## src/rtl/core/adr_pkg.sv

```systemverilog
// Shared types, widths and constants for the ADC average / delta reporter.
// No dependencies; imported by every module of the block.
`timescale 1ns / 1ps

package adr_pkg;

  // Field widths
  localparam int unsigned SAMPLE_W   = 11;  // signed converter reading
  localparam int unsigned AVG_W      = 10;
  localparam int unsigned MULT_W     = 7;
  localparam int unsigned TRIG_W     = 16;
  localparam int unsigned PROD_W     = AVG_W + MULT_W;  // average * multiplier
  localparam int unsigned VOLT_W     = 20;
  localparam int unsigned VNUM_W     = 23;  // product * 50

  // Stream and configuration port widths
  localparam int unsigned S_TDATA_W  = 16;
  localparam int unsigned M_TDATA_W  = 40;
  localparam int unsigned M_TUSER_W  = 2;
  localparam int unsigned CFG_IDX_W  = 2;
  localparam int unsigned CFG_DATA_W = 16;

  localparam int unsigned RING_DEPTH_DEFAULT = 8;

  // Constants
  localparam logic [AVG_W-1:0]  SAMPLE_SATURATED = 10'd1023;
  localparam logic [MULT_W-1:0] MULT_RESET       = 7'd10;
  localparam logic [3:0]        VOLT_DIVISOR     = 4'd9;

  // Register indexes
  localparam logic [CFG_IDX_W-1:0] REG_VOLT_MULT  = 2'd0;
  localparam logic [CFG_IDX_W-1:0] REG_DELTA_TRIG = 2'd1;

  typedef enum logic [3:0] {
    ST_IDLE,
    ST_READ,
    ST_SUM,
    ST_AVG_GO,
    ST_AVG_WAIT,
    ST_MUL_GO,
    ST_MUL_WAIT,
    ST_VOLT_GO,
    ST_VOLT_WAIT,
    ST_DONE
  } state_e;

  // x * 50 = x*32 + x*16 + x*2
  function automatic logic [VNUM_W-1:0] times50(input logic [PROD_W-1:0] x);
    logic [VNUM_W-1:0] w;
    w = VNUM_W'(x);
    return (w << 5) + (w << 4) + (w << 1);
  endfunction

  // x * 9 = x*8 + x
  function automatic logic [VOLT_W-1:0] times9(input logic [TRIG_W-1:0] x);
    logic [VOLT_W-1:0] w;
    w = VOLT_W'(x);
    return (w << 3) + w;
  endfunction

endpackage

```

## src/rtl/core/adr_serial_div.sv

```systemverilog
// Bit-serial restoring divider, one quotient bit per cycle, MSB first.
// Depends on adr_pkg (dividend width).
`timescale 1ns / 1ps

module adr_serial_div #(
  parameter int unsigned DVS_W = 4
) (
  input  logic                      clk_i,
  input  logic                      rst_ni,
  input  logic                      start_i,
  input  logic [adr_pkg::VNUM_W-1:0] dividend_i,
  input  logic [DVS_W-1:0]          divisor_i,
  output logic [adr_pkg::VNUM_W-1:0] quotient_o,
  output logic                      done_o
);
  import adr_pkg::*;

  localparam int unsigned CNT_W = $clog2(VNUM_W);

  logic [VNUM_W-1:0] dvd_q, dvd_d;   // dividend bits out, quotient bits in
  logic [DVS_W-1:0]  rem_q, rem_d;
  logic [DVS_W-1:0]  dvs_q;
  logic [CNT_W-1:0]  cnt_q;
  logic              busy_q, done_q;
  logic [DVS_W:0]    trial, trial_sub;
  logic              fits;

  assign trial     = {rem_q, dvd_q[VNUM_W-1]};
  assign trial_sub = trial - {1'b0, dvs_q};
  assign fits      = (trial >= {1'b0, dvs_q});
  assign rem_d     = fits ? trial_sub[DVS_W-1:0] : trial[DVS_W-1:0];
  assign dvd_d     = {dvd_q[VNUM_W-2:0], fits};

  always_ff @(posedge clk_i or negedge rst_ni) begin
    if (!rst_ni) begin
      busy_q <= 1'b0;
      done_q <= 1'b0;
      cnt_q  <= '0;
    end else begin
      done_q <= 1'b0;
      if (start_i) begin
        busy_q <= 1'b1;
        cnt_q  <= CNT_W'(VNUM_W - 1);
      end else if (busy_q) begin
        if (cnt_q == '0) begin
          busy_q <= 1'b0;
          done_q <= 1'b1;
        end else begin
          cnt_q <= cnt_q - 1'b1;
        end
      end
    end
  end

  always_ff @(posedge clk_i) begin
    if (start_i) begin
      dvd_q <= dividend_i;
      rem_q <= '0;
      dvs_q <= divisor_i;
    end else if (busy_q) begin
      dvd_q <= dvd_d;
      rem_q <= rem_d;
    end
  end

  assign quotient_o = dvd_q;
  assign done_o     = done_q;

endmodule

```

## src/rtl/core/adr_serial_mul.sv

```systemverilog
// Bit-serial shift-add multiplier: average times voltage multiplier.
// Depends on adr_pkg (operand widths).
`timescale 1ns / 1ps

module adr_serial_mul (
  input  logic                       clk_i,
  input  logic                       rst_ni,
  input  logic                       start_i,
  input  logic [adr_pkg::AVG_W-1:0]  a_i,
  input  logic [adr_pkg::MULT_W-1:0] b_i,
  output logic [adr_pkg::PROD_W-1:0] product_o,
  output logic                       done_o
);
  import adr_pkg::*;

  localparam int unsigned CNT_W = $clog2(MULT_W);

  logic [PROD_W-1:0] acc_q, mcand_q;
  logic [MULT_W-1:0] mplier_q;
  logic [CNT_W-1:0]  cnt_q;
  logic              busy_q, done_q;

  always_ff @(posedge clk_i or negedge rst_ni) begin
    if (!rst_ni) begin
      busy_q <= 1'b0;
      done_q <= 1'b0;
      cnt_q  <= '0;
    end else begin
      done_q <= 1'b0;
      if (start_i) begin
        busy_q <= 1'b1;
        cnt_q  <= CNT_W'(MULT_W - 1);
      end else if (busy_q) begin
        if (cnt_q == '0) begin
          busy_q <= 1'b0;
          done_q <= 1'b1;
        end else begin
          cnt_q <= cnt_q - 1'b1;
        end
      end
    end
  end

  always_ff @(posedge clk_i) begin
    if (start_i) begin
      acc_q    <= '0;
      mcand_q  <= PROD_W'(a_i);
      mplier_q <= b_i;
    end else if (busy_q) begin
      if (mplier_q[0]) begin
        acc_q <= acc_q + mcand_q;
      end
      mcand_q  <= mcand_q << 1;
      mplier_q <= mplier_q >> 1;
    end
  end

  assign product_o = acc_q;
  assign done_o    = done_q;

endmodule

```

## src/rtl/core/adc_average_delta_reporter.sv

```systemverilog
// Top level of the ADC average / delta reporter: sequencer, ring memory, state.
// Depends on adr_pkg, adr_serial_div and adr_serial_mul.
`timescale 1ns / 1ps

// Usage
//  s_axis: one converter sample per request, tdata[10:0] signed. Readings
//    outside 0..1022 (read failure, saturation) are rejected and leave the
//    state alone; their result has every field zero.
//  m_axis: one result per sample. tuser = {delta_send, accepted};
//    tdata = {voltage_tenths_mv, deviation, average_adc}.
//  cfg: write channel, always ready. Index 0 voltage multiplier (7 bits),
//    index 1 delta trigger (16 bits); other indexes ignored. Write only idle.
//  Sequencing: one sample at a time. A rejected sample goes straight to the
//    result state; an accepted one reads the ring, updates the sum, then runs
//    the bit-serial divider (average), the shift-add multiplier and the
//    divider again (volts / 9). s_axis_tready is high only when idle, so a new
//    request is taken only after the previous result is in the output register.
//  Stall: the result sits in an output register; the next sample is taken
//    while it waits, and its result is held back until the register frees.
//  Reset: asynchronous, active low. Sum, fill count, position, average and
//    reference clear; multiplier returns to 10, trigger to 0 (disabled).
//    Ring entries are not cleared: an old entry is used only once all are written.

module adc_average_delta_reporter #(
  parameter int unsigned RING_DEPTH = adr_pkg::RING_DEPTH_DEFAULT
) (
  input  logic                           clk_i,
  input  logic                           rst_ni,
  // sample in
  input  logic                           s_axis_tvalid,
  output logic                           s_axis_tready,
  input  logic [adr_pkg::S_TDATA_W-1:0]  s_axis_tdata,   // [10:0] adc_sample
  // result out
  output logic                           m_axis_tvalid,
  input  logic                           m_axis_tready,
  output logic [adr_pkg::M_TDATA_W-1:0]  m_axis_tdata,   // [9:0] average_adc,
                                                         // [19:10] deviation,
                                                         // [39:20] voltage_tenths_mv
  output logic [adr_pkg::M_TUSER_W-1:0]  m_axis_tuser,   // [0] accepted, [1] delta_send
  // configuration writes
  input  logic                           cfg_valid_i,
  output logic                           cfg_ready_o,
  input  logic [adr_pkg::CFG_IDX_W-1:0]  cfg_index_i,
  input  logic [adr_pkg::CFG_DATA_W-1:0] cfg_data_i
);
  import adr_pkg::*;

  localparam int unsigned POS_W  = $clog2(RING_DEPTH);
  localparam int unsigned FILL_W = $clog2(RING_DEPTH + 1);
  localparam int unsigned SUM_W  = $clog2(RING_DEPTH * 1022 + 1);
  localparam int unsigned DVS_W  = (FILL_W > 4) ? FILL_W : 4;

  state_e state_q, state_d;

  // configuration
  logic [MULT_W-1:0] mult_q;
  logic [TRIG_W-1:0] trig_q;

  // filter state
  logic [SUM_W-1:0]  sum_q;
  logic [FILL_W-1:0] fill_q;
  logic [POS_W-1:0]  wpos_q;
  logic [AVG_W-1:0]  avg_q;
  logic              has_ref_q;
  logic [PROD_W-1:0] ref_q;

  // per-sample working registers
  logic [AVG_W-1:0]  raw_q;
  logic              acc_q;
  logic [AVG_W-1:0]  dev_q;
  logic [AVG_W-1:0]  oldest_q;
  logic [DVS_W-1:0]  dvs_q;
  logic [PROD_W-1:0] prod_q;
  logic [PROD_W-1:0] diff_q;
  logic [VOLT_W-1:0] volt_q;
  logic              send_q;

  // ring memory
  logic [AVG_W-1:0]  ring_q [RING_DEPTH];

  // output register
  logic                 out_valid_q;
  logic [M_TDATA_W-1:0] out_data_q;
  logic [M_TUSER_W-1:0] out_user_q;

  // control
  logic in_fire, out_free, load_out;
  logic div_start, mul_start;
  logic div_done, mul_done;
  logic [VNUM_W-1:0] div_dividend, div_quot;
  logic [DVS_W-1:0]  div_divisor;
  logic [PROD_W-1:0] mul_prod;

  // accept-time decode
  logic              in_ok;
  logic [AVG_W-1:0]  in_raw;
  logic [AVG_W-1:0]  in_dev;

  // sum update
  logic              ring_full;
  logic [SUM_W:0]    sum_add, sum_new;

  // delta compare
  logic              trig_hit;

  assign in_raw   = s_axis_tdata[AVG_W-1:0];
  // sign bit set or saturated reading: reject
  assign in_ok    = !s_axis_tdata[SAMPLE_W-1] && (in_raw != SAMPLE_SATURATED);
  assign in_dev   = (fill_q == '0) ? '0 :
                    (in_raw > avg_q) ? (in_raw - avg_q) : (avg_q - in_raw);

  assign in_fire  = s_axis_tvalid && s_axis_tready;
  assign out_free = !out_valid_q || m_axis_tready;

  assign ring_full = (fill_q == FILL_W'(RING_DEPTH));
  assign sum_add   = {1'b0, sum_q} + (SUM_W + 1)'(raw_q);
  assign sum_new   = ring_full ? (sum_add - (SUM_W + 1)'(oldest_q)) : sum_add;

  assign trig_hit  = times50(diff_q) > VNUM_W'(times9(trig_q));

  // next state
  always_comb begin
    state_d = state_q;
    case (state_q)
      ST_IDLE: begin
        if (s_axis_tvalid) begin
          state_d = in_ok ? ST_READ : ST_DONE;
        end
      end
      ST_READ:      state_d = ST_SUM;
      ST_SUM:       state_d = ST_AVG_GO;
      ST_AVG_GO:    state_d = ST_AVG_WAIT;
      ST_AVG_WAIT:  if (div_done) state_d = ST_MUL_GO;
      ST_MUL_GO:    state_d = ST_MUL_WAIT;
      ST_MUL_WAIT:  if (mul_done) state_d = ST_VOLT_GO;
      ST_VOLT_GO:   state_d = ST_VOLT_WAIT;
      ST_VOLT_WAIT: if (div_done) state_d = ST_DONE;
      ST_DONE:      if (out_free) state_d = ST_IDLE;
      default:      state_d = ST_IDLE;
    endcase
  end

  // control outputs
  always_comb begin
    s_axis_tready = 1'b0;
    div_start     = 1'b0;
    mul_start     = 1'b0;
    load_out      = 1'b0;
    div_dividend  = VNUM_W'(sum_q);
    div_divisor   = dvs_q;
    case (state_q)
      ST_IDLE:    s_axis_tready = 1'b1;
      ST_AVG_GO:  div_start = 1'b1;
      ST_MUL_GO:  mul_start = 1'b1;
      ST_VOLT_GO: begin
        div_start    = 1'b1;
        div_dividend = times50(prod_q);
        div_divisor  = DVS_W'(VOLT_DIVISOR);
      end
      ST_DONE:    load_out = out_free;
      default: ;
    endcase
  end

  always_ff @(posedge clk_i or negedge rst_ni) begin
    if (!rst_ni) begin
      state_q <= ST_IDLE;
    end else begin
      state_q <= state_d;
    end
  end

  // configuration registers
  assign cfg_ready_o = 1'b1;

  always_ff @(posedge clk_i or negedge rst_ni) begin
    if (!rst_ni) begin
      mult_q <= MULT_RESET;
      trig_q <= '0;
    end else if (cfg_valid_i) begin
      case (cfg_index_i)
        REG_VOLT_MULT:  mult_q <= cfg_data_i[MULT_W-1:0];
        REG_DELTA_TRIG: trig_q <= cfg_data_i[TRIG_W-1:0];
        default: ;
      endcase
    end
  end

  // ring: read-first, oldest entry captured before overwrite
  always_ff @(posedge clk_i) begin
    if (state_q == ST_READ) begin
      oldest_q       <= ring_q[wpos_q];
      ring_q[wpos_q] <= raw_q;
    end
  end

  // filter state
  always_ff @(posedge clk_i or negedge rst_ni) begin
    if (!rst_ni) begin
      sum_q     <= '0;
      fill_q    <= '0;
      wpos_q    <= '0;
      avg_q     <= '0;
      has_ref_q <= 1'b0;
      ref_q     <= '0;
    end else begin
      if (state_q == ST_SUM) begin
        sum_q  <= sum_new[SUM_W-1:0];
        wpos_q <= (wpos_q == POS_W'(RING_DEPTH - 1)) ? '0 : wpos_q + 1'b1;
        if (!ring_full) begin
          fill_q <= fill_q + 1'b1;
        end
      end
      if (state_q == ST_AVG_WAIT && div_done) begin
        avg_q <= div_quot[AVG_W-1:0];
      end
      // reference kept when trigger is zero
      if (state_q == ST_VOLT_WAIT && div_done && trig_q != '0) begin
        if (!has_ref_q) begin
          has_ref_q <= 1'b1;
          ref_q     <= prod_q;
        end else if (trig_hit) begin
          ref_q <= prod_q;
        end
      end
    end
  end

  // per-sample working registers
  always_ff @(posedge clk_i) begin
    if (in_fire) begin
      raw_q  <= in_raw;
      acc_q  <= in_ok;
      dev_q  <= in_dev;
      send_q <= 1'b0;
    end
    if (state_q == ST_SUM) begin
      dvs_q <= ring_full ? DVS_W'(RING_DEPTH) : DVS_W'(fill_q) + 1'b1;
    end
    if (state_q == ST_MUL_WAIT && mul_done) begin
      prod_q <= mul_prod;
    end
    if (state_q == ST_VOLT_GO) begin
      diff_q <= (prod_q > ref_q) ? (prod_q - ref_q) : (ref_q - prod_q);
    end
    if (state_q == ST_VOLT_WAIT && div_done) begin
      volt_q <= div_quot[VOLT_W-1:0];
      send_q <= (trig_q != '0) && has_ref_q && trig_hit;
    end
  end

  // output register
  always_ff @(posedge clk_i or negedge rst_ni) begin
    if (!rst_ni) begin
      out_valid_q <= 1'b0;
    end else if (load_out) begin
      out_valid_q <= 1'b1;
    end else if (m_axis_tready) begin
      out_valid_q <= 1'b0;
    end
  end

  always_ff @(posedge clk_i) begin
    if (load_out) begin
      if (acc_q) begin
        out_data_q <= {volt_q, dev_q, avg_q};
        out_user_q <= {send_q, 1'b1};
      end else begin
        out_data_q <= '0;
        out_user_q <= '0;
      end
    end
  end

  assign m_axis_tvalid = out_valid_q;
  assign m_axis_tdata  = out_data_q;
  assign m_axis_tuser  = out_user_q;

  adr_serial_div #(
    .DVS_W(DVS_W)
  ) u_div (
    .clk_i      (clk_i),
    .rst_ni     (rst_ni),
    .start_i    (div_start),
    .dividend_i (div_dividend),
    .divisor_i  (div_divisor),
    .quotient_o (div_quot),
    .done_o     (div_done)
  );

  adr_serial_mul u_mul (
    .clk_i     (clk_i),
    .rst_ni    (rst_ni),
    .start_i   (mul_start),
    .a_i       (avg_q),
    .b_i       (mult_q),
    .product_o (mul_prod),
    .done_o    (mul_done)
  );

endmodule

```

## config.mk

```make
export PLATFORM = sky130hd
export DESIGN_NAME = adc_average_delta_reporter
export DESIGN_NICKNAME = d
export VERILOG_FILES = /design/src/rtl/core/adr_pkg.sv /design/src/rtl/core/adr_serial_div.sv /design/src/rtl/core/adr_serial_mul.sv /design/src/rtl/core/adc_average_delta_reporter.sv
export SDC_FILE = /design/constraint.sdc
export NUM_CORES = 1
export LEC_CHECK = 0
export BUFFER_PORTS_ARGS = -buffer_cell sky130_fd_sc_hd__buf_2
export CAP_MARGIN = 20
export CORE_MARGIN = 10
export CORE_UTILIZATION = 45
export CTS_CLUSTER_DIAMETER = 200
export DETAILED_ROUTE_END_ITERATION = 8
export PLACE_DENSITY_LB_ADDON = 0.05
export SYNTH_ARGS = -nofsm -noshare
export SYNTH_HDL_FRONTEND = slang
export SYNTH_SLANG_ARGS = --single-unit
```

## constraint.sdc

```tcl
create_clock -name clk_i -period 4.6 [get_ports clk_i]
set_input_delay 0.23 -clock clk_i [delete_from_list [all_inputs] [get_ports clk_i]]
set_output_delay 0.23 -clock clk_i [all_outputs]
set_load 0.005 [all_outputs]
```

Yosys cells after proc, flatten, opt, wreduce, memory -nomap -nowiden
Memories as Yosys holds them, arrays and structs flattened. A register that Yosys moved wholly into a read port is not among the register bits.
Index checks and enable logic that the tools add are counted.
Widths: inputs -> output; s select.
{ "classes": {"bitwise_logic": 1, "eq_ne": 21, "reduce_logical": 30, "order_cmp": 4, "n_addsub": 17, "n_mux": 50} }
{ "op_table": {"columns": ["cell", "count"], "rows": [
  ["$mux 23", 3],
  ["$mux 17", 3],
  ["$add 22x21->23", 2],
  ["$add 23x18->23", 2],
  ["$pmux 4 s10", 1],
  ["$sub 17x17->17", 2],
  ["$mux 10", 3],
  ["$mux 4", 7],
  ["$gt 23x20->1", 1],
  ["$mux 1", 23],
  ["$add 19x16->20", 1],
  ["$sub 10x10->10", 2],
  ["$add 17x17->17", 1],
  ["$gt 17x17->1", 1],
  ["$eq 4x3->1 const B", 4],
  ["$reduce_bool 16->1", 1],
  ["$mux 5", 3],
  ["$mux 7", 2],
  ["$reduce_and 2->1", 7],
  ["$add 13x10->13", 1],
  ["$mux 13", 1],
  ["$sub 13x10->13", 1],
  ["$eq 4x4->1 const B", 3],
  ["$mux 3", 4],
  ["other kinds (25)", 44]
]} }
{ "word_totals": {"register_bits": 282, "ramBits": 80, "memories": 1, "wordCells": 158, "input_bits": 39} }
{ "memory_table": {"columns": ["memory", "words", "width", "read_ports", "rd_clocked_by_memory_dff", "wr", "line", "text"], "rows": [
  ["ring_q", 8, 10, 1, 1, 1, "adc_average_delta_reporter.sv:79", "logic [AVG_W-1:0] ring_q [RING_DEPTH];"]
]} }

Logic depth before layout (Yosys ltp)
Gate-level depths: netlist of run 1.
{ "depth": {"word_depth": 5, "mapped_depth": 21, "ltp_nobuf": 20} }

Hierarchy
From an unflattened synthesis of run 1, not the netlist that was laid out.
{ "unflattened": {"cells_unflattened": 1915, "hier_area_um2": 22064.9} }
{ "modules_own_cells": {"columns": ["mod", "cells_each", "instances", "area_each_um2"], "rows": [
  ["adc_average_delta_reporter", 1533, 1, 17658.2],
  ["adr_serial_mul", 258, 1, 2645.0],
  ["adr_serial_div", 124, 1, 1761.7]
]} }

Least setup slack after synthesis of run 1
No wires, ideal clock.
{ "synth_timing": {"kind": "register to register", "start": "register diff_q[1]", "end": "register ref_q[16]", "path_slack_ns": 0.064, "arrival_ns": 4.408, "path_buffers": 0, "synth_period_minus_slack_ns": 4.536, "path_stages_with_launch": 18, "path_cell_list": "edfxtp_1 > fa_1 > ha_1 > fa_1 > a211oi_1 > o211ai_2 > nand2_2 > o21ai_0 > a211oi_1 > nor2_1 > ha_1 > o21ai_0 > o21ai_1 > a2111oi_0 > a21oi_1 > nor4_4 > a31oi_4 > mux2_1"} }
{ "synth_between": {"elab_chain_cells": 5} }
{ "synth_lines": {"columns": ["element", "line", "text"], "rows": [
  ["from (decl)", "adc_average_delta_reporter.sv:74", "logic [PROD_W-1:0] diff_q;"],
  ["from (signal assigned)", "adc_average_delta_reporter.sv:244", "diff_q <= (prod_q > ref_q) ? (prod_q - ref_q) : (ref_q - prod_q);"],
  ["$add 22x21->23", "adr_pkg.sv:51", "return (w << 5) + (w << 4) + (w << 1);"],
  ["$add 23x18->23 (*)", "adr_pkg.sv:51", null],
  ["$gt 23x20->1 (*)", "adc_average_delta_reporter.sv:119", "assign trig_hit = times50(diff_q) > VNUM_W'(times9(trig_q));"],
  ["$ne 2x1->1 (no source line) (*)", null, null],
  ["$reduce_and 2->1 (no source line) (*)", null, null],
  ["to (signal assigned)", "adc_average_delta_reporter.sv:221", "ref_q <= prod_q;"],
  ["to (signal assigned)", "adc_average_delta_reporter.sv:223", "ref_q <= prod_q;"],
  ["to (decl)", "adc_average_delta_reporter.sv:65", "logic [PROD_W-1:0] ref_q;"]
]} }
Every way passes the cells marked *; elsewhere a longest branch is shown, timed or not.
A chain may end at the register's enable or synchronous reset.

Worst setup path in the final report of run 1
{ "layout_timing": {"start": "register diff_q[4]", "end": "register ref_q[15]"} }
The elaborated chain is that of the path after synthesis.

==> results, run 1 <==
- The total global routing overflow is 0.
- The combinational share of power is 40.9%.
- The number of global-route vias before repair is 15200.
- The worst register-to-register path begins at diff_q[4].
- Of all flip-flops after synthesis, the portion carrying an async set or reset was 23.7%.
- The die width is 239 um.
- The reg-to-reg endpoint is ref_q[15].
- The leakage dissipation is roughly 10 nW.
- The share of the core filled with cells in the final layout is 52.5%.
- The largest single stage delay on the critical path is between 0.4 and 0.5 ns.
- The number of max-slew violations in the final report was 0.
- The number of flip-flops and latches in the synthesized netlist is roughly 370.
- For this run, the detailed router's first-pass iteration total came to 5.
- The number of enable flip-flop cells after synthesis is 256.
- The signal on the critical path passes through buf_4 -> fa_2 -> ha_2 -> fa_2 -> a211oi_4 -> o211ai_2 -> nand2_2 -> buf_6 -> o31ai_4 -> o21a_1 -> nor2_2 -> xnor2_2 -> ha_1 -> nand4_1 -> nor3_2 -> a21oi_1 -> a211oi_2 -> a21oi_2 -> nor4_4 -> a31oi_4 -> clkbuf_16 -> mux2i_1.
- The worst setup slack for register-to-register paths is 0.01 ns.
- The number of cell instances on the worst register-to-register path is 22.
- TritonCTS built the clock tree.
- The worst setup path is launched from a flip-flop.
- Measured along the y axis, the die boundary spans ~240 um.
- After Yosys synthesis, and, or, nand and nor cells account for 12.5% of the synthesized area.
- The detail-routed via count per cell is roughly 5.5.
- The slew of the pin with the lowest slew margin is 1.01 ns.
- The number of vias after detailed routing is 15000.
- The area of the core is 47600 um^2.
- The number of fillers in the final layout is ~4200.
- The worst setup path is captured at a flip-flop.
- The adder-cell share of the synthesized area is between 10% and 20%.
- The number of DRC violations after detailed routing is 0.
- The clock period could shrink to 4.59 ns.
- The endpoint of the worst hold path is state_q[0].
- The power per unit of standard cell area is 597 nW/um^2.
- The tree built by TritonCTS fans out to 372 sinks.
- The largest family of logic cells by synthesized area is adder cells.
- For this design the total switching power over the nets is 5.51 mW.
- The multiplexer fraction of the synthesized cell area is 5.93%.
- The worst hold margin is around 0.053 ns.
- For this block, the routed nets add up to 53500 um of wire.
- The first routing iteration left between 900 and 1000 violations.
- The buffer cell driving the clock tree root is sky130_fd_sc_hd__clkbuf_16.
- The maximum fanout encountered on the critical timing path is 8.
- Counting distinct cell types in the post-synthesis netlist gives 100.
- Sequential elements use roughly half of the synthesized area.
- Routability-driven placement finished with a final weighted congestion of 0.861.
- By startpoint and endpoint, the worst setup path is classified as reg2reg.
- The share of total power in the clock network is 23.6%.
- The mean cell area of the mapped netlist is 11.2 um^2.
- The number of antenna violations at the first check in global routing is 0.
- The yosys synthesis warning count is 0.
- During I/O placement, the number of pins put on the boundary was 84.
- The total design power is 14.9 mW.
- Setup repair after global routing could not meet its margin everywhere.
- Timing would allow up to 0.218 GHz.
- Entering global routing, the biggest net connects 48 pins.
- Clock tree synthesis inserted a total of 42 buffers.
- The maximum buffer depth of the clock tree is 3.
- In the final routed layout, each cell accounts on average for slightly below 20 um.
- The worst hold path begins at m_axis_tready.
- The tightest min-delay check is of the in2reg type.
- The count of standard-cell rows is 80.
- For the worst setup path, the data arrival time is 5.02 ns.
- After routing the design area is 25000 um^2.
- The worst voltage drop across the vdd grid is 0.440 mV.
- Of the total synthesized cell area, the portion taken by XOR and XNOR cells is 3.89%.
- The die area is 57200 um^2.
- For this configuration, the core starts out at a cell density of 45.4%.
- The CTS H-tree depth is 2.
- Summed over all nets, the half-perimeter wirelength after detailed placement is 39200 um.
- Summing the areas of all compound-gate instances in the mapped netlist gives 12.5% of the synthesized area.
- The post-synthesis instance area is approximately 22000 um^2.
- Data on the critical path is required at its endpoint by 5.04 ns.
- The fraction of layout cells with a size suffix above 1 is 15.6%.
- The fraction of power consumed by sequential logic is 35.5%.
- The clock latency of the later-clocked register in the worst-skew pair is 0.57 ns.
- Input and output buffers added on the ports amount to 77.
- The max-cap check violation count is 0.
- The design internal power is 9.42 mW.
- The largest clock skew in the final design is 0.0160 ns.
- The wire length of the first global-routing pass is 85400 um.
- The most used flip-flop cell after synthesis is sky130_fd_sc_hd__edfxtp_1.
- The count of antenna diodes in the layout is 0.
- The antenna violation net count after detailed routing is 0.
- The worst hold path was traced through 4 stages.
- In this run the cell area measured after placement is between 20000 and 25000 um^2.
- In the synthesized netlist, the number of instances is just under 2000.
- The count of final hold-check violations is 0.
- The critical path's most frequent cell is sky130_fd_sc_hd__fa_2.
- Synthesis produced a netlist with a net count of 2178.
- Headroom to the max-slew limit came out at 32.1%.
- The area growth from synthesis to layout is 15.6%.
- The final critical path takes up 99.7% of the cycle.
- Global routing used 18.8% of the available tracks across all layers.
- The share of total power consumed by net switching is between 30% and 40%.
- The clock-pin slew on the worst setup and hold paths is 0.06 ns.
- The flow ran to the end, and the final reports show no timing, DRC or antenna violations.
- Setup violations remaining at the end of the flow were counted as 0.
- Setup total negative slack on the finished layout was measured at 0 ns.
- The slowest stage of the critical path belongs to the cell sky130_fd_sc_hd__fa_2.
- The final net count is 2335.
layer usage:
metal | up-vias | GRT usage (%) | share of wire (%)
met3 | 59 | 3.13 | 3.9
met1 | 7384 | 25.0 | 46
met4 | 0 | 4.13 | 1.7
met2 | 250 | 31.7 | 49
li1 | 7308 | - | -
met5 | - | 0 | 0
worst max-delay path: cells and delay by family, from the launching register on:
| family | cells | cell delay (ns) |
|---|---|---|
| simple gates | 5 | 0.85 |
| fa+ha+maj | 4 | 1.33 |
| compound gates | 8 | 1.18 |
| buf+inv | 3 | 0.48 |
| flops | 1 | 0.39 |
| mux | 1 | 0.12 |
| xor+xnor | 1 | 0.08 |
Yosys cell counts, types with 9 or more instances:
library cell / instances / area, um^2
sky130_fd_sc_hd__a31oi_1: 15 / 93.8
sky130_fd_sc_hd__and2_1: 56 / 350
sky130_fd_sc_hd__dfxtp_1: 28 / 561
sky130_fd_sc_hd__or2_2: 9 / 56.3
sky130_fd_sc_hd__nand2_1: 177 / 664
sky130_fd_sc_hd__mux2i_1: 64 / 641
sky130_fd_sc_hd__a21oi_1: 106 / 531
sky130_fd_sc_hd__o211ai_1: 13 / 97.6
sky130_fd_sc_hd__o21bai_1: 16 / 120
sky130_fd_sc_hd__and3_1: 14 / 87.6
sky130_fd_sc_hd__nor2_1: 122 / 458
sky130_fd_sc_hd__nor2b_1: 19 / 119
sky130_fd_sc_hd__clkbuf_1: 37 / 139
sky130_fd_sc_hd__a21o_1: 31 / 233
sky130_fd_sc_hd__o21a_1: 15 / 113
sky130_fd_sc_hd__xor2_1: 44 / 385
sky130_fd_sc_hd__inv_1: 115 / 432
sky130_fd_sc_hd__xnor2_1: 52 / 455
sky130_fd_sc_hd__or3_1: 14 / 87.6
sky130_fd_sc_hd__nor4_1: 11 / 68.8
sky130_fd_sc_hd__mux2_2: 40 / 450
sky130_fd_sc_hd__nand3_1: 35 / 175
sky130_fd_sc_hd__nor3_1: 31 / 155
sky130_fd_sc_hd__edfxtp_1: 256 / 7690
sky130_fd_sc_hd__o21ai_0: 101 / 505
sky130_fd_sc_hd__nand2b_1: 22 / 138
sky130_fd_sc_hd__o31ai_1: 9 / 67.6
sky130_fd_sc_hd__a211oi_1: 15 / 113
sky130_fd_sc_hd__dfrtp_1: 86 / 2150
sky130_fd_sc_hd__ha_1: 175 / 2190
sky130_fd_sc_hd__fa_1: 37 / 741
sky130_fd_sc_hd__nand4_1: 12 / 75.1
sequential cells by signal, indices dropped and copies added, names as in the netlist, 13 cells and up:
signal            count
u_div.quotient_o     23
prod_q               17
diff_q               17
ring_q               80
m_axis_tdata         40
volt_q               20
sum_q                13
ref_q                17
u_mul.mcand_q        17
u_mul.product_o      17
trig_q               16
power by group through the flow:
stage	clock network, mW	registers, mW	logic (mW)
floorplan	0	5.06	4.58
global placement	0	5.36	5.82
detailed placement	0	5.38	5.91
CTS	3.62	5.32	6.06
global route	3.77	5.41	6.94
finish	3.52	5.30	6.11
metrics by stage:
step,setup slack [ns],instances
after floorplan,0.0643,1927
after global placement,-0.116,2615
after detailed placement,-0.253,2617
after CTS,0.000393,2727
after global routing,-0.230,2733
final,0.0134,2733
logic make-up (layout without fill, tap and decap cells):
group | count (synthesis) | after routing
AOI/OAI and AO/OA | 408 | 408
xor gates and xnor gates | 96 | 96
adders and majority gates | 212 | 212
buffers and inverters | 176 | 367
DFF | 372 | 372
muxes | 113 | 113
other | 1 | 1
and+or+nand+nor | 549 | 549
final cells by class:
class	instances	area (um^2)	share of cell area, %
sequential	372	10500	41.8
clock inverter	26	315	1.26
tap	615	769	3.08
timing repair buffer	171	1220	4.86
clock buffer	52	1140	4.56
inverter	118	443	1.77
multi-input combinational	1379	10700	42.7
how the worst max path moves through the flow:
stage | start | endpoint | cells past startpoint
global route | diff_q[2] | ref_q[14] | 18
floorplan | diff_q[1] | ref_q[16] | 17
finish | diff_q[4] | ref_q[15] | 22
detailed placement | diff_q[1] | ref_q[13] | 19
CTS | diff_q[4] | ref_q[13] | 23
global placement | diff_q[1] | ref_q[15] | 19
layout by cell type (no fill, tap or decap), drive strengths merged, types with 35 or more instances in the layout:
| master | count |
|---|---|
| nor2 | 124 |
| clkbuf | 53 |
| nand2 | 178 |
| buf | 142 |
| o21ai | 109 |
| xnor2 | 52 |
| a21oi | 107 |
| xor2 | 44 |
| fa | 37 |
| mux2i | 64 |
| edfxtp | 256 |
| mux2 | 41 |
| ha | 175 |
| and2 | 56 |
| dfrtp | 86 |
| nand3 | 35 |
| inv | 118 |
what timing repair did:
item,4_1_cts,5_1_grt
setup buffers,3,7
hold buffers,28,0
gates resized for setup,17,23
setup endpoints to repair,18,18
cloned,1,0
endpoints found under the hold margin,73,0
pin swaps,8,21
No activity file was read; power rests on OpenSTA's default activity.
==> inputs of run 2 (changes only) <==
--- a/config.mk
+++ b/config.mk
@@ -5,9 +5,10 @@
 export SDC_FILE = /design/constraint.sdc
 export NUM_CORES = 1
 export LEC_CHECK = 0
+export ABC_AREA = 1
 export BUFFER_PORTS_ARGS = -buffer_cell sky130_fd_sc_hd__buf_2
 export CAP_MARGIN = 20
-export CORE_MARGIN = 10
+export CORE_MARGIN = 8
 export CORE_UTILIZATION = 45
 export CTS_CLUSTER_DIAMETER = 200
 export DETAILED_ROUTE_END_ITERATION = 8
==> results, run 2 <==
- The share of the core filled with cells in the final layout is 51.4% (-1.1 points).
- The sequential share of the synthesized area is 48.1% (-0.20 points).
- The worst-case setup margin in the final layout is 0.490 ns (+0.477 ns).
- The number of cells in the finished layout apart from fillers was 3119 (+14%).
- The post-synthesis instance area is 21700 um^2 (+0.41%).
- The most common cell after layout, fill and taps aside is sky130_fd_sc_hd__nand2_1.
- The CTS H-tree depth was 2 (unchanged).
- The number of post-CTS setup repair buffers is 0 (-3).
- The portion of the clock cycle consumed by the worst path in the final layout came to 89.3% (-10 points).
- The number of max-slew violations in the final report is 0 (unchanged).
- The die width came to 236 um (-1.5%).
- The final net count is 2720 (+16%).
- The number of vias after detailed routing was 16200 (+8.0%).
- The combinational share of power is 41.6% (+0.7 points).
- The TritonCTS clock tree is done.
- The detail-routed via count per cell is 5.19 (-5.4%).
- The post-place setup slack was 0.554 ns (+0.807 ns).
- Walking the worst path, the cells encountered are ha_1 -> inv_1 -> fa_1 -> inv_1 -> a31oi_1 -> o21ai_0 -> nand3_1 -> and2_1 -> o21ai_0 -> nand2_1 -> nand2_1 -> xor2_1 -> ha_1 -> nand2_1 -> nor2_1 -> nor4b_1 -> nand3_1 -> nand2_2 -> nand2_4 -> nand2_4 -> nand2_1 -> nand2_1.
- The count of buffer and inverter cells on the critical path came to 2 (-1).
- The run finished with clean final reports.
- The total I/O pin count was 84 (unchanged).
- The net switching power is 5.80 mW (+5.3%).
- The fraction of layout cells with a size suffix above 1 is 8.51% (-7.1 points).
- The number of DRC violations after detailed routing is 0 (unchanged).
- The count of buffers inserted at the top-level ports is 77 (unchanged).
- The share of total power consumed by net switching is 40.0% (+3.1 points).
- The type of origin of the critical path is a flip-flop.
- The flip-flop count of the largest register, all copies and words added is 80 (unchanged).
- The most used standard cell by instance count after synthesis is sky130_fd_sc_hd__nand2_1.
- The net count after synthesis is 2595 (+19%).
- The effective utilization at floorplan is 45.5% (+0.091 points).
- The maximum achievable frequency was 0.243 GHz (+12%).
- The largest clock skew in the final design was 0.0209 ns (+0.00498 ns).
- The number of global-route vias before repair is 15900 (+4.7%).
- The number of flip-flops and latches in the synthesized netlist came to 372 (unchanged).
- The CTS sink count is 372 (unchanged).
- The element type at the critical path end is a flip-flop.
- The maximum buffer depth of the clock tree is 3 (unchanged).
- The die extent in y is 236 um (-1.5%).
- The sum of negative setup slack was 0 ns (unchanged).
- The multi-input combinational cell area is 9880 um^2 (-7.5%).
- The time the final worst path needs with I/O delays and setup is 4.11 ns (-0.477 ns).
- The placer congestion estimate is 0.851 (-1.1%).
- The total met2 wirelength after detailed routing is 23900 um (-7.9%).
- The antenna violation net count after detailed routing is 0 (unchanged).
- The critical path's most frequent cell is sky130_fd_sc_hd__nand2_1.
- The fraction of power consumed by sequential logic is 35.7% (+0.2 points).
- The design internal power is 8.71 mW (-7.6%).
- The routed length on met1 came to 27500 um (+12%).
- The worst hold margin is 0.128 ns (+0.0748 ns).
- By area the synthesized netlist is led by sky130_fd_sc_hd__edfxtp_1 35%, sky130_fd_sc_hd__ha_1 10%, sky130_fd_sc_hd__dfrtp_1 9.9%, sky130_fd_sc_hd__nand2_1 8.7%, sky130_fd_sc_hd__inv_1 5.6%.
- The routed wire length is 54700 um (+2.3%).
- The share of the synthesized area in the top cell type is 35.4% (-0.15 points).
- The clock-pin slew on the worst setup and hold paths is 0.06 ns (about the same).
- Relative to the synthesized area, the layout overhead comes to 13.1%.
- The max-slew headroom at the worst pin is 36.4% (+4.3 points).
- The total iterations of the first detailed-routing run was 5 (unchanged).
- The number of antenna violations at the first check in global routing was 1 (+1).
- The count of antenna diodes in the layout was 0 (unchanged).
- The number of setup violations in the final report is 0 (unchanged).
- The number of clock buffers inserted by TritonCTS came to 43 (+2.4%).
- The most used flip-flop cell after synthesis is sky130_fd_sc_hd__edfxtp_1.
- The detailed router used layers up to and including met4.
- The count of unique library cells instantiated by Yosys is 63 (-37%).
- The commonest cells after synthesis are 506 x sky130_fd_sc_hd__nand2_1, 323 x sky130_fd_sc_hd__inv_1, 256 x sky130_fd_sc_hd__edfxtp_1.
- By startpoint and endpoint, the worst setup path is classified as reg2reg.
- The fraction of registers with async set or reset after synthesis is 23.7% (unchanged).
- The mean cell area of the mapped netlist is 9.27 um^2 (-17%).
- The placement-stage cell area was 22900 um^2 (-0.31%).
- The largest net degree at the start of global routing is 58 (+21%).
- The max-cap check violation count is 0 (unchanged).
- The die area came to 55600 um^2 (-2.9%).
- The maximum fanout encountered on the critical timing path is 18 (+10).
- The total non-filler cell area in the finished layout is 24600 um^2 (-1.8%).
- The power per unit of standard cell area came to 591 nW/um^2 (-1.0%).
- The count of standard-cell rows came to 80 (unchanged).
- The number of enable flip-flop cells after synthesis is 256 (unchanged).
- The met3 wirelength from detailed routing came to 2240 um (+7.9%).
- The count of final hold-check violations was 0 (unchanged).
- The critical path arrival is 4.61 ns (-0.41 ns).
- The synthesized netlist cell count came to 2344 (+22%).
- The total global routing overflow was 0 (unchanged).
- The buffer cell driving the clock tree root is sky130_fd_sc_hd__clkbuf_16.
- The slew of the pin with the lowest slew margin is 0.951 ns (-0.0633 ns).
- The master of the slowest instance on the critical path is sky130_fd_sc_hd__dfrtp_1.
- The tightest min-delay check is of the in2reg type.
- Ranked by flip-flop count, first place goes to ring_q.
- The synthesized design spends more area on one cell type than any other, namely sky130_fd_sc_hd__edfxtp_1.
- The total half-perimeter wirelength after legalization and detailed placement is 41100 um (+4.7%).
- The total design power is 14.5 mW (-2.8%).
- The wire length of the first global-routing pass came to 88300 um (+3.4%).
- The area of the core was 47700 um^2 (+0.21%).
- The number of fillers in the final layout is 4387 (+3.8%).
- The worst voltage drop across the vdd grid is 0.298 mV (-32%).
- The sequential cell area is 10500 um^2 (unchanged).
- In the layout the commonest cells are 506 x sky130_fd_sc_hd__nand2_1, 323 x sky130_fd_sc_hd__inv_1, 256 x sky130_fd_sc_hd__edfxtp_1.
- The mean routed wirelength per cell is 17.5 um (-10%).
- The data required time of the critical path is 5.10 ns (+0.06 ns).
- Among cell families on the critical path, the largest total delay comes from simple AND/OR/NAND/NOR gates.
- The leakage dissipation is 11.1 nW (+8.2%).
- The share of total power in the clock network is 22.7% (-0.9 points).
- The clock latency of the later-clocked register in the worst-skew pair was 0.57 ns (about the same).
- The total global routing track utilization is 19.7% (+0.90 points).
- The delay of the slowest cell on the worst path is 0.41 ns (about the same).
- Setup repair after global routing left no endpoint under its margin.
- The count of routing violations after the opening detailed-route iteration was 1082 (+19%).
- The instance count after placement with tap cells included was 3011 (+15%).
- The yosys synthesis warning count is 0 (unchanged).
run 2: changes by cell type after synthesis, moves of 44 or more:
cell and delta:
sky130_fd_sc_hd__nor2_1 +44, sky130_fd_sc_hd__inv_1 +208, sky130_fd_sc_hd__a21oi_1 +52, sky130_fd_sc_hd__and2_1 -54, sky130_fd_sc_hd__mux2i_1 -63, sky130_fd_sc_hd__o21ai_0 +50, sky130_fd_sc_hd__nand3_1 +48, sky130_fd_sc_hd__nand2_1 +329
run 2: cells by family (layout without fill, tap and decap cells):
kind of cell,count (synthesis),count (layout),share of synthesized area (%)
buffers and inverters,379,539,6.69
DFF,372,372,48.1
and+or+nand+nor,852,852,16.4
muxes,8,8,0.409
xor gates and xnor gates,89,89,3.59
AOI/OAI and AO/OA,431,431,11.3
other,1,1,0.0173
adders and majority gates,212,212,13.5
run 2: power by group through the flow:
stage / sequential [mW] / clock (mW) / combinational (mW)
finish: 5.18 / 3.29 / 6.04
global route: 5.28 / 3.50 / 6.95
CTS: 5.18 / 3.39 / 6.05
floorplan: 4.98 / 0 / 4.54
detailed placement: 5.24 / 0 / 5.99
global placement: 5.23 / 0 / 5.87
run 2: routing by layer:
| layer | vias to the layer above | GRT usage, % |
|---|---|---|
| met5 | - | 0 |
| met3 | 64 | 2.63 |
| met2 | 295 | 30.4 |
| li1 | 8192 | - |
| met1 | 7646 | 29.0 |
| met4 | 0 | 4.88 |
run 2: timing repair:
action	4_1_cts	5_1_grt
hold buffers	28	0
resized for setup	0	0
hold endpoints to repair	90	0
run 2: final cells by class:
class | count | share of cell area, %
timing repair buffer | 129 | 3.47
clock buffer | 51 | 4.58
sequential | 372 | 42.6
clock inverter | 29 | 0.993
multi-input combinational | 1593 | 40.2
inverter | 330 | 5.04
tap | 615 | 3.13
run 2: worst paths after layout:
check / endpoint / start / slack, ns / depth (start not counted)
min reg2reg: volt_q[13] / u_div.quotient_o[13] / 0.45 / 0
max: ref_q[0] / trig_q[0] / 0.49 / 22
max in group asynchronous: mult_q[1] / rst_ni / 3.24 / 3
max reg2reg: ref_q[0] / trig_q[0] / 0.49 / 22
min: acc_q / s_axis_tdata[10] / 0.13 / 3
min in group asynchronous: u_div.cnt_q[2] / rst_ni / 0.30 / 2
run 2: worst reg2reg max path, delay by kind of cell, from the launching register on:
family | cells | cell delay [ns]
flops | 1 | 0.41
xor+xnor | 1 | 0.07
fa+ha+maj | 3 | 0.87
compound gates | 3 | 0.77
simple gates | 13 | 1.78
buf+inv | 2 | 0.14
